==> src/hdl/ssimd_pkg.sv <==
// Shared types, widths and codes for the SSIM 3x3 dissimilarity block.
// Used by the controller, the datapath and the top level; depends on nothing.
package ssimd_pkg;

    localparam int PIX_W     = 8;
    localparam int MAX_WIDTH = 1024;
    localparam int COL_W     = $clog2(MAX_WIDTH);
    localparam int WID_W     = 11;
    localparam int HGT_W     = 13;
    localparam int ROW_W     = HGT_W + 1;
    localparam int CONST_W   = 24;
    localparam int SUM_W     = PIX_W + 4;
    localparam int SQ_W      = 2 * PIX_W + 4;
    localparam int PSUM_W    = 2 * SUM_W;
    localparam int HALF_W    = 17;
    localparam int OPND_W    = 2 * HALF_W;
    localparam int PROD_W    = 2 * OPND_W;
    localparam int NUM_W     = PROD_W + 18;
    localparam int RES_W     = 16;
    localparam int STEP_W    = 4;
    localparam int CFG_IDX_W = 2;

    localparam logic [CFG_IDX_W-1:0] REG_IMAGE_WIDTH  = 2'd0;
    localparam logic [CFG_IDX_W-1:0] REG_IMAGE_HEIGHT = 2'd1;
    localparam logic [CFG_IDX_W-1:0] REG_C1_CONST     = 2'd2;
    localparam logic [CFG_IDX_W-1:0] REG_C2_CONST     = 2'd3;

    // Window columns (oldest to newest) and rows (top to bottom).
    localparam logic [1:0] WIN_OLD = 2'd0;
    localparam logic [1:0] WIN_MID = 2'd1;
    localparam logic [1:0] WIN_NEW = 2'd2;
    localparam logic [1:0] ROW_TOP = 2'd0;
    localparam logic [1:0] ROW_MID = 2'd1;
    localparam logic [1:0] ROW_BOT = 2'd2;

    localparam logic [STEP_W-1:0] ACC_LAST  = 4'd8;
    localparam logic [STEP_W-1:0] MATH_LAST = 4'd13;
    localparam logic [STEP_W-1:0] DIV_LAST  = 4'd15;

    typedef struct packed {
        logic [PIX_W-1:0] y;
        logic [PIX_W-1:0] x;
    } pair_t;

    typedef enum logic [2:0] {
        S_IDLE, S_READ, S_SHIFT, S_ACC, S_MATH, S_DPREP, S_DIV, S_DONE
    } state_t;

    typedef enum logic [3:0] {
        OP_NONE, OP_SXSY, OP_SXSX, OP_SYSY, OP_FORM,
        OP_N00, OP_N01, OP_N10, OP_N11,
        OP_D00, OP_D01, OP_D10, OP_D11
    } op_t;

    typedef struct packed {
        logic             latch;
        logic             zero_pix;
        logic [COL_W-1:0] addr;
        logic             mem_rd;
        logic             shift_en;
        logic             acc_en;
        logic             acc_first;
        logic [1:0]       acc_src;
        logic [1:0]       acc_row;
        op_t              op;
        logic             div_init;
        logic             div_step;
        logic             load_out;
        logic             row_end;
        logic             frame_end;
    } cmd_t;

    typedef struct packed {
        logic fixed;
    } status_t;

    // Arithmetic sequence: three small products, factor forming, then the
    // two wide products as four partial products each.
    function automatic op_t math_op(input logic [STEP_W-1:0] step);
        op_t op;
        begin
            case (step)
                4'd0:    op = OP_SXSY;
                4'd1:    op = OP_SXSX;
                4'd2:    op = OP_SYSY;
                4'd4:    op = OP_FORM;
                4'd5:    op = OP_N00;
                4'd6:    op = OP_N01;
                4'd7:    op = OP_N10;
                4'd8:    op = OP_N11;
                4'd9:    op = OP_D00;
                4'd10:   op = OP_D01;
                4'd11:   op = OP_D10;
                4'd12:   op = OP_D11;
                default: op = OP_NONE;
            endcase
            return op;
        end
    endfunction

endpackage

==> src/hdl/ssimd_ctrl.sv <==
// Controller: frame position counters, edge decisions and the item sequencer.
// Depends on ssimd_pkg; drives the datapath through cmd_t.
module ssimd_ctrl (
    input  logic                   clk,
    input  logic                   rst_n,
    input  logic                   in_valid,
    output logic                   in_ready,
    input  logic                   func,
    input  logic [ssimd_pkg::WID_W-1:0] image_width,
    input  logic [ssimd_pkg::HGT_W-1:0] image_height,
    output logic                   out_valid,
    input  logic                   out_ready,
    output ssimd_pkg::cmd_t        cmd,
    input  ssimd_pkg::status_t     sts
);
    import ssimd_pkg::*;

    state_t             state_reg, state_next;
    logic [STEP_W-1:0]  step_reg, step_next;
    logic [COL_W-1:0]   col_reg, col_next;
    logic [ROW_W-1:0]   row_reg, row_next;
    logic               out_valid_reg, out_valid_next;
    logic               first_reg, emit_reg, fend_reg, rend_reg, top_reg, bot_reg;
    logic [1:0]         left_reg, mid_reg, right_reg;

    logic [WID_W-1:0]   w_eff;
    logic [HGT_W-1:0]   h_eff;
    logic               wrap, c_zero, drain, ignore, emit, fend, go;
    logic [COL_W-1:0]   c_eff;
    logic [ROW_W-1:0]   r_eff, h_ext;
    logic [WID_W-1:0]   c_inc;
    logic [1:0]         colpos, rowpos;

    always_comb
    begin
        if (image_width < WID_W'(2))
            w_eff = WID_W'(2);
        else if (image_width > WID_W'(MAX_WIDTH))
            w_eff = WID_W'(MAX_WIDTH);
        else
            w_eff = image_width;
        h_eff  = (image_height < HGT_W'(2)) ? HGT_W'(2) : image_height;
        h_ext  = ROW_W'(h_eff);
        wrap   = WID_W'(col_reg) >= w_eff;
        c_eff  = wrap ? '0 : col_reg;
        r_eff  = wrap ? row_reg + ROW_W'(1) : row_reg;
        c_zero = (c_eff == '0);
        drain  = r_eff >= h_ext;
        ignore = func && !drain;
        emit   = (r_eff >= ROW_W'(2)) || ((r_eff == ROW_W'(1)) && !c_zero);
        fend   = c_zero && emit && (r_eff >= h_ext + ROW_W'(1));
        c_inc  = WID_W'(c_eff) + WID_W'(1);
        go     = (state_reg == S_IDLE) && in_valid;
    end

    // Position counters move at the accept edge.
    always_comb
    begin
        col_next = col_reg;
        row_next = row_reg;
        if (go)
        begin
            if (ignore)
            begin
                col_next = c_eff;
                row_next = r_eff;
            end
            else if (fend)
            begin
                col_next = '0;
                row_next = '0;
            end
            else if (c_inc >= w_eff)
            begin
                col_next = '0;
                row_next = r_eff + ROW_W'(1);
            end
            else
            begin
                col_next = c_inc[COL_W-1:0];
                row_next = r_eff;
            end
        end
    end

    always_comb
    begin
        state_next = state_reg;
        step_next  = step_reg;
        unique case (state_reg)
            S_IDLE:
                if (go && !ignore)
                begin
                    state_next = (c_zero && emit) ? S_ACC : S_READ;
                    step_next  = '0;
                end
            S_READ:
                state_next = S_SHIFT;
            S_SHIFT:
            begin
                step_next = '0;
                if (first_reg)
                    state_next = S_MATH;
                else if (emit_reg)
                    state_next = S_ACC;
                else
                    state_next = S_IDLE;
            end
            S_ACC:
                if (step_reg == ACC_LAST)
                begin
                    step_next  = '0;
                    state_next = (first_reg && !fend_reg) ? S_READ : S_MATH;
                end
                else
                    step_next = step_reg + STEP_W'(1);
            S_MATH:
                if (step_reg == MATH_LAST)
                    state_next = S_DPREP;
                else
                    step_next = step_reg + STEP_W'(1);
            S_DPREP:
            begin
                step_next  = '0;
                state_next = sts.fixed ? S_DONE : S_DIV;
            end
            S_DIV:
                if (step_reg == DIV_LAST)
                    state_next = S_DONE;
                else
                    step_next = step_reg + STEP_W'(1);
            S_DONE:
                if (!out_valid_reg || out_ready)
                    state_next = S_IDLE;
            default:
                state_next = S_IDLE;
        endcase
    end

    always_comb
    begin
        if (step_reg >= STEP_W'(6))
            colpos = 2'd2;
        else if (step_reg >= STEP_W'(3))
            colpos = 2'd1;
        else
            colpos = 2'd0;
        rowpos = 2'(step_reg - STEP_W'(3) * STEP_W'(colpos));
    end

    always_comb
    begin
        cmd           = '0;
        cmd.op        = OP_NONE;
        cmd.addr      = c_eff;
        cmd.row_end   = rend_reg;
        cmd.frame_end = fend_reg;
        cmd.acc_first = (step_reg == '0);
        unique case (colpos)
            2'd0:    cmd.acc_src = left_reg;
            2'd1:    cmd.acc_src = mid_reg;
            default: cmd.acc_src = right_reg;
        endcase
        unique case (rowpos)
            2'd0:    cmd.acc_row = top_reg ? ROW_BOT : ROW_TOP;
            2'd1:    cmd.acc_row = ROW_MID;
            default: cmd.acc_row = bot_reg ? ROW_TOP : ROW_BOT;
        endcase
        unique case (state_reg)
            S_IDLE:
            begin
                cmd.latch    = go && !ignore;
                cmd.zero_pix = drain;
            end
            S_READ:  cmd.mem_rd   = 1'b1;
            S_SHIFT: cmd.shift_en = 1'b1;
            S_ACC:   cmd.acc_en   = 1'b1;
            S_MATH:  cmd.op       = math_op(step_reg);
            S_DPREP: cmd.div_init = 1'b1;
            S_DIV:   cmd.div_step = 1'b1;
            S_DONE:  cmd.load_out = !out_valid_reg || out_ready;
            default: cmd.latch    = 1'b0;
        endcase
    end

    always_comb
    begin
        out_valid_next = out_valid_reg;
        if (cmd.load_out)
            out_valid_next = 1'b1;
        else if (out_ready)
            out_valid_next = 1'b0;
    end

    always_ff @(posedge clk or negedge rst_n)
    begin
        if (!rst_n)
        begin
            state_reg     <= S_IDLE;
            step_reg      <= '0;
            col_reg       <= '0;
            row_reg       <= '0;
            out_valid_reg <= 1'b0;
            first_reg     <= 1'b0;
            emit_reg      <= 1'b0;
            fend_reg      <= 1'b0;
            rend_reg      <= 1'b0;
            top_reg       <= 1'b0;
            bot_reg       <= 1'b0;
            left_reg      <= WIN_OLD;
            mid_reg       <= WIN_MID;
            right_reg     <= WIN_NEW;
        end
        else
        begin
            state_reg     <= state_next;
            step_reg      <= step_next;
            col_reg       <= col_next;
            row_reg       <= row_next;
            out_valid_reg <= out_valid_next;
            if (cmd.latch)
            begin
                first_reg <= c_zero && emit;
                emit_reg  <= emit;
                fend_reg  <= fend;
                rend_reg  <= c_zero;
                top_reg   <= c_zero ? (r_eff == ROW_W'(2)) : (r_eff == ROW_W'(1));
                bot_reg   <= c_zero ? (r_eff >= h_ext + ROW_W'(1)) : (r_eff >= h_ext);
                // At a row start the window holds the last two pixels of the
                // row above, and the right edge reflects onto the left column.
                if (c_zero)
                begin
                    left_reg  <= WIN_MID;
                    mid_reg   <= WIN_NEW;
                    right_reg <= WIN_MID;
                end
                else
                begin
                    left_reg  <= (c_eff == COL_W'(1)) ? WIN_NEW : WIN_OLD;
                    mid_reg   <= WIN_MID;
                    right_reg <= WIN_NEW;
                end
            end
        end
    end

    assign in_ready  = (state_reg == S_IDLE);
    assign out_valid = out_valid_reg;

    a_no_overwrite: assert property (@(posedge clk) disable iff (!rst_n)
        cmd.load_out |-> (!out_valid_reg || out_ready))
        else $error("result register overwritten while still held");
    a_frame_restart: assert property (@(posedge clk) disable iff (!rst_n)
        (go && !ignore && fend) |=> (col_reg == '0 && row_reg == '0))
        else $error("counters not cleared at frame end");
    a_div_length: assert property (@(posedge clk) disable iff (!rst_n)
        (state_reg == S_DPREP && !sts.fixed) |-> ##17 (state_reg == S_DONE))
        else $error("division did not take sixteen steps");

endmodule

==> config.mk <==
export PLATFORM = sky130hd
export DESIGN_NAME = ssimd_ctrl
export DESIGN_NICKNAME = d
export VERILOG_FILES = /design/src/hdl/ssimd_pkg.sv /design/src/hdl/ssimd_ctrl.sv
export SDC_FILE = /design/constraint.sdc
export NUM_CORES = 1
export LEC_CHECK = 0
export BUFFER_PORTS_ARGS = -buffer_cell sky130_fd_sc_hd__buf_2
export CORE_MARGIN = 3
export CORE_UTILIZATION = 40
export DETAILED_ROUTE_END_ITERATION = 10
export PLACE_DENSITY_LB_ADDON = 0.25
export SLEW_MARGIN = 15
export SYNTH_ARGS = -nofsm -noshare
export SYNTH_HDL_FRONTEND = slang
export SYNTH_SLANG_ARGS = --single-unit
==> constraint.sdc <==
create_clock -name clk -period 18.9 [get_ports clk]
set_input_delay 4.725 -clock clk [delete_from_list [all_inputs] [get_ports clk]]
set_output_delay 4.725 -clock clk [all_outputs]
set_load 0.005 [all_outputs]
==> qor.txt, run 1 <==
Synthesized area = 5040 um^2
Total GRT Usage = 18.6%
First-pass DRT Iterations = 5
Routed Antenna Nets = 0
Largest net degree at the start of global routing = 41
Number of flops mapped to enable cells by yosys = 0
Fmax = 65.9 MHz
CTS Buffer Depth = 2
Via density = 5.60
Yosys warns = 0
FP Rows = 40
Worst R2R Setup Slack = 12.75 ns
Initial Utilization = 41.5%
Reg2reg path depth = 21
Final hold vios = 0
Status = complete, no violations
Tmin final = 15.17 ns
Drt initial violations = 318
Cts repair resizes = 0
Critical path origin = image_width[9]
Met3 WL = 478 um
Dpl cells = 840
Ys flop type = dfrtp_1
Clock transition at path regs = 0.06 ns
Clock sink count = 40
Post-DP HPWL = 10,400 um
Final WL = 13,200 um
Die Width = 118 um
WL met2 = 6420 um
IO Port Bufs = 60
Vias in the first global route = 4,527
Crit. End Element = output port
Pwr Density = 90.5 nW/um^2
Max-cap check violation count = 0
Startpoint types = input pin
Syn nets = 734
Final setup violation count = 0
Max Transition Viols Final = 0
Count leader, synth = nand2_1
Synth cell types = 78
Clock Latency Late Sink = 0.29 ns
Fin area = 5570 um^2
Post-synth top cells = 79 x nand2_1, 63 x ha_1, 46 x nor2_1
Arrival time at the worst endpoint = 10.45 ns
Max reg flops = 14
Wirelength per Cell = 15.6 um
Fin cells = 848
LEAKAGE = 0.00261 uW
Avg Synthesized Cell Area = 7.87 um^2
R2r endpoint = row_reg[10]
Nets@finish = 772
Htree depth = 2
Post-Place Setup Slack = 3.76 ns
CTS tree = built
Die Y = 118 um
Area grow syn2layout = 10.4%
Sequential area share after synthesis = 19.9%
Fin crit share = 80.3%
DP Area = 5410 um^2
Setup ws final = 3.73 ns
Critical path fanouts, max = 12
Vias = 4,748
# diodes = 0
Final core utilization = 45.8%
Die area = 14,000 um^2
Setup repair bufs after CTS = 0
M1 WL = 6220 um
Hold Path Stages = 2
Critical Path RT = 14.18 ns
Peak VDD IR = 40.7 uV
Max Used Layer = met4
Antenna violations before repair = 0
Worst-Margin Slew = 1.06 ns
Kind of critical path = in2out
Hold EP = left_reg[1]
RePlAce Congestion = 0.903
Synth top area share = 19.3%
Root Driver = clkbuf_16
Top area cells in the synthesized netlist = dfrtp_1 19%, ha_1 16%, xnor2_1 6.6%, nand2_1 5.9%, nor2_1 3.4%
Rel. slew slack = 29.1%
Grt total ovfl = 0
RSZ-0062 raised after global routing = no
Hold crit path type = reg2reg
Layout cells sized above 1 = 13.8%
Hold_sp = left_reg[1]
Setup tns final = 0 ns
CTS Hold Bufs = 0
Synth area leader = dfrtp_1
Seq cells post-synth = 40
Io pins = 61
Skew final = 0.00449 ns
Num CTS Buffers = 5
First-pass GRT wire length = 22,100 um
Core Box Area = 12,200 um^2
# DRC = 0
Post-Syn Instances = 641
Asr flop ratio synth = 100%
Worst r2r src = col_reg[0]
## cell families after synthesis
family          synth area share, %
simple gates                   27.5
compound gates                 21.4
buf+inv                        6.32
fa+ha+maj                      15.6
xor+xnor                       7.66
flops                          19.9
mux                            1.64
## where the power goes
| part | total (uW) | internal [uW] | leakage, uW | switching [uW] |
|---|---|---|---|---|
| sequential | 141 | 107 | 0.000521 | 33.4 |
| clock | 89.2 | 52.6 | 0.0000691 | 36.7 |
| combinational | 274 | 116 | 0.00202 | 158 |
## worst max-delay path, stage by stage
cell	delay, ns
buf_2	0.10
nor4_1	0.33
nand2_1	0.15
o31ai_1	0.63
nand2_1	0.17
ha_1	0.36
a21oi_1	0.14
nand3_1	0.13
a21o_1	0.30
a21oi_1	0.86
xnor2_1	0.28
inv_1	0.14
ha_1	0.33
a21boi_0	0.08
o21ai_0	0.15
a21oi_1	0.09
o32ai_1	0.42
nand2_1	0.14
or2_1	0.37
nand2_2	0.23
clkinv_2	0.16
buf_2	0.16
## layer usage
layer / up-vias / GRT usage, %
li1: 2395 / -
met1: 2254 / 25.0
met2: 90 / 32.2
met3: 9 / 2.68
met4: 0 / 2.78
met5: - / 0
## worst max path at each step
| stage | endpoint | cells after the start |
|---|---|---|
| CTS | cmd[28] | 22 |
| global route | cmd[28] | 22 |
| detailed placement | cmd[28] | 22 |
| global placement | cmd[28] | 22 |
| floorplan | cmd[28] | 20 |
| finish | cmd[28] | 22 |
## layout make-up
type                       count  area [um^2]
fill                        1211         6590
multi-input combinational    526         3720
sequential                    40         1000
timing repair buffer          61          308
tap                          168          210
inverter                      45          170
clock buffer                   6          139
clock inverter                 2         15.0
## metrics by stage
stage | total power, uW | hold WS, ns
3_3_place_gp | 408 | 0.505
6_report | 504 | 0.506
5_1_grt | 551 | 0.546
4_1_cts | 506 | 0.516
3_5_place_dp | 415 | 0.505
2_1_floorplan | 343 | 0.448
## placed cells by master, fill, tap and decap left out, types with 6 or more instances in the layout
cell type,count
nand2_1,79
ha_1,63
buf_2,60
nor2_1,46
inv_1,43
dfrtp_1,39
xnor2_1,38
nand3_1,29
o21ai_0,27
a21oi_1,24
nand4_1,13
nor3_1,13
and3_1,13
o21ai_1,12
nor4_1,12
nor2b_1,11
and2_1,10
a21o_1,8
o31ai_1,8
nand2b_1,7
a211oi_1,7
a31oi_1,6
o22ai_1,6
mux2i_1,6
Note: power is estimated with default switching activity, not from simulation.
==> run 2: changes to the inputs <==
ABC_AREA = 1   (was unset)
clock period = 13.6 ns   (was 18.9 ns; I/O delays follow)
==> qor.txt, run 2 <==
Worst R2R Setup Slack = 8.53 ns
Peak VDD IR = 88.5 uV
Antenna violations before repair = 0
Arrival time at the worst endpoint = 8.48 ns
Avg Synthesized Cell Area = 6.64 um^2
Layout cells sized above 1 = 17.1%
Seq cells post-synth = 40
Die Y = 120 um
Die Width = 120 um
Post-DP HPWL = 11,100 um
Critical path fanouts, max = 24
Ys flop type = dfrtp_1
Hold Path Stages = 2
Nets@finish = 927
First-pass DRT Iterations = 5
Post-Syn Instances = 782
Most frequent cells in the layout = 189 x nand2_1, 107 x inv_1, 70 x nor2_1
Sequential share of power = 17.7%
Root Driver = clkbuf_16
Tmin final = 11.88 ns
Status = complete, no violations
Setup repair bufs after CTS = 0
Top area cells in the synthesized netlist = dfrtp_1 19%, ha_1 15%, nand2_1 14%, inv_1 7.7%, nand3_1 6.0%
Sequential area share after synthesis = 19.3%
Fmax = 84.2 MHz
Synth top area share = 18.8%
Hold_sp = left_reg[1]
Htree depth = 2
Max-cap check violation count = 0
Vias = 5,120
Synth area leader = dfrtp_1
Largest net degree at the start of global routing = 41
RSZ-0062 raised after global routing = no
Post-synth top cells = 189 x nand2_1, 107 x inv_1, 70 x nor2_1
Core Box Area = 12,400 um^2
Final core utilization = 46.7%
Critical Path RT = 10.20 ns
R2r endpoint = row_reg[7]
Crit. End Element = output port
Clock transition at path regs = 0.07 ns
Area grow syn2layout = 11.2%
# diodes = 0
Startpoint types = input pin
CTS Hold Bufs = 0
Count leader, synth = nand2_1
Clk pwr share = 11.2%
Final hold vios = 0
Hold EP = left_reg[1]
Fillers = 1,335
Synth cell types = 50
Slowest stage delay, CP = 0.66 ns
Setup tns final = 0 ns
CTS tree = built
Most used cell, CP = nand2_1
RePlAce Congestion = 0.893
Skew final = 0.00755 ns
Pwr Density = 223 nW/um^2
Most common cell after layout, fill and taps aside = nand2_1
Io pins = 61
Crit-path slowest cell = o31ai_1
Die area = 14,400 um^2
Worst-Margin Slew = 0.992 ns
Logic pwr share = 71.2%
# DRC = 0
LEAKAGE = 0.00300 uW
Drt initial violations = 396
Synthesized area = 5190 um^2
Cell family with most CP delay = simple AND/OR/NAND/NOR gates
Fin crit share = 87.4%
Syn nets = 875
CTS Buffer Depth = 2
Wirelength per Cell = 13.6 um
Yosys warns = 0
Asr flop ratio synth = 100%
FP Rows = 40
Max Transition Viols Final = 0
Num CTS Buffers = 5
Via density = 5.10
Grt total ovfl = 0
Kind of critical path = in2out
IO Port Bufs = 60
Reg2reg path depth = 26
Clock sink count = 40
Switching fraction of total power = 55.0%
Max reg flops = 14
Hold crit path type = reg2reg
Worst r2r src = col_reg[5]
Min Hold Slack = 0.502 ns
Final setup violation count = 0
First-pass GRT wire length = 23,000 um
Total GRT Usage = 19.2%
Rel. slew slack = 33.8%
WP buf/inv = 4
Final WL = 13,700 um
Net Sw Power = 707 uW
Clock Latency Late Sink = 0.29 ns
Power Internal = 579 uW
Cts repair resizes = 0
Routed Antenna Nets = 0
Initial Utilization = 42.0%
Vias in the first global route = 4,760
Number of flops mapped to enable cells by yosys = 0
==> run 2: changes by cell type in the layout (fill, tap and decap cells not counted), sizes merged, moves of 19 or more <==
cell,before,now
nand2,81,209
inv,44,121
nor2,46,91
nand3,30,70
xnor2,39,4
xor2,3,22
==> run 2: layout make-up <==
class                           count  area [um^2]  area share [%]
Sequential cell                    40         1000            17.4
Clock inverter                      2         38.8           0.672
Multi-Input combinational cell    605         3620            62.7
Clock buffer                        6          139            2.41
Tap cell                          168          210            3.64
Timing Repair Buffer               60          300            5.20
Inverter                          122          463            8.02
==> run 2: worst max-delay path by stage <==
stage,cells after the start,slack (ns),end,startpoint
final,28,1.72,cmd[28],image_width[3]
after global routing,28,1.14,cmd[28],image_width[3]
after CTS,28,1.77,cmd[28],image_width[3]
after detailed placement,28,1.79,cmd[28],image_width[3]
after global placement,28,1.84,cmd[28],image_width[3]
after floorplan,32,3.12,cmd[28],image_width[3]
==> run 2: logic make-up (layout without fill, tap and decap cells) <==
kind of cell	count (synthesis)	in the layout	synth area share, %
buffers and inverters	137	190	10.9
AOI/OAI and AO/OA	107	107	12.6
adders and majority gates	63	63	15.2
xor gates and xnor gates	26	26	4.39
DFF	40	40	19.3
and+or+nand+nor	409	409	37.6
==> run 2: worst reg2reg max path, delay by kind of cell, from the launching register on <==
kind / cells / cell delay [ns]
flip-flops: 1 / 0.45
buffers and inverters: 4 / 0.30
AND/OR/NAND/NOR: 13 / 2.51
AO/OA/AOI/OAI: 5 / 0.67
XOR/XNOR: 1 / 0.17
adder cells (fa/ha/maj): 3 / 0.90
==> run 2: power groups by stage <==
stage | clock network [uW] | logic, uW | registers [uW]
floorplan | 0 | 704 | 209
global placement | 0 | 906 | 229
detailed placement | 0 | 909 | 228
CTS | 147 | 916 | 226
global route | 151 | 1050 | 236
finish | 144 | 915 | 227
==> run 2: per-layer routing <==
metal | vias to the layer above | global-route usage [%] | share of wire, %
li1 | 2673 | - | -
met1 | 2307 | 27.5 | 49
met2 | 123 | 31.5 | 45
met3 | 17 | 2.31 | 4.3
met4 | 0 | 3.01 | 1.1
met5 | - | 0 | 0
==> run 2: metrics by stage <==
stage | area [um^2] | std cells | worst slack, ns | total power, uW
after floorplan | 5190 | 782 | 3.12 | 913
after global placement | 5590 | 995 | 1.84 | 1130
after detailed placement | 5590 | 995 | 1.79 | 1140
after CTS | 5770 | 1003 | 1.77 | 1290
after global routing | 5770 | 1003 | 1.14 | 1440
final | 5770 | 1003 | 1.72 | 1290
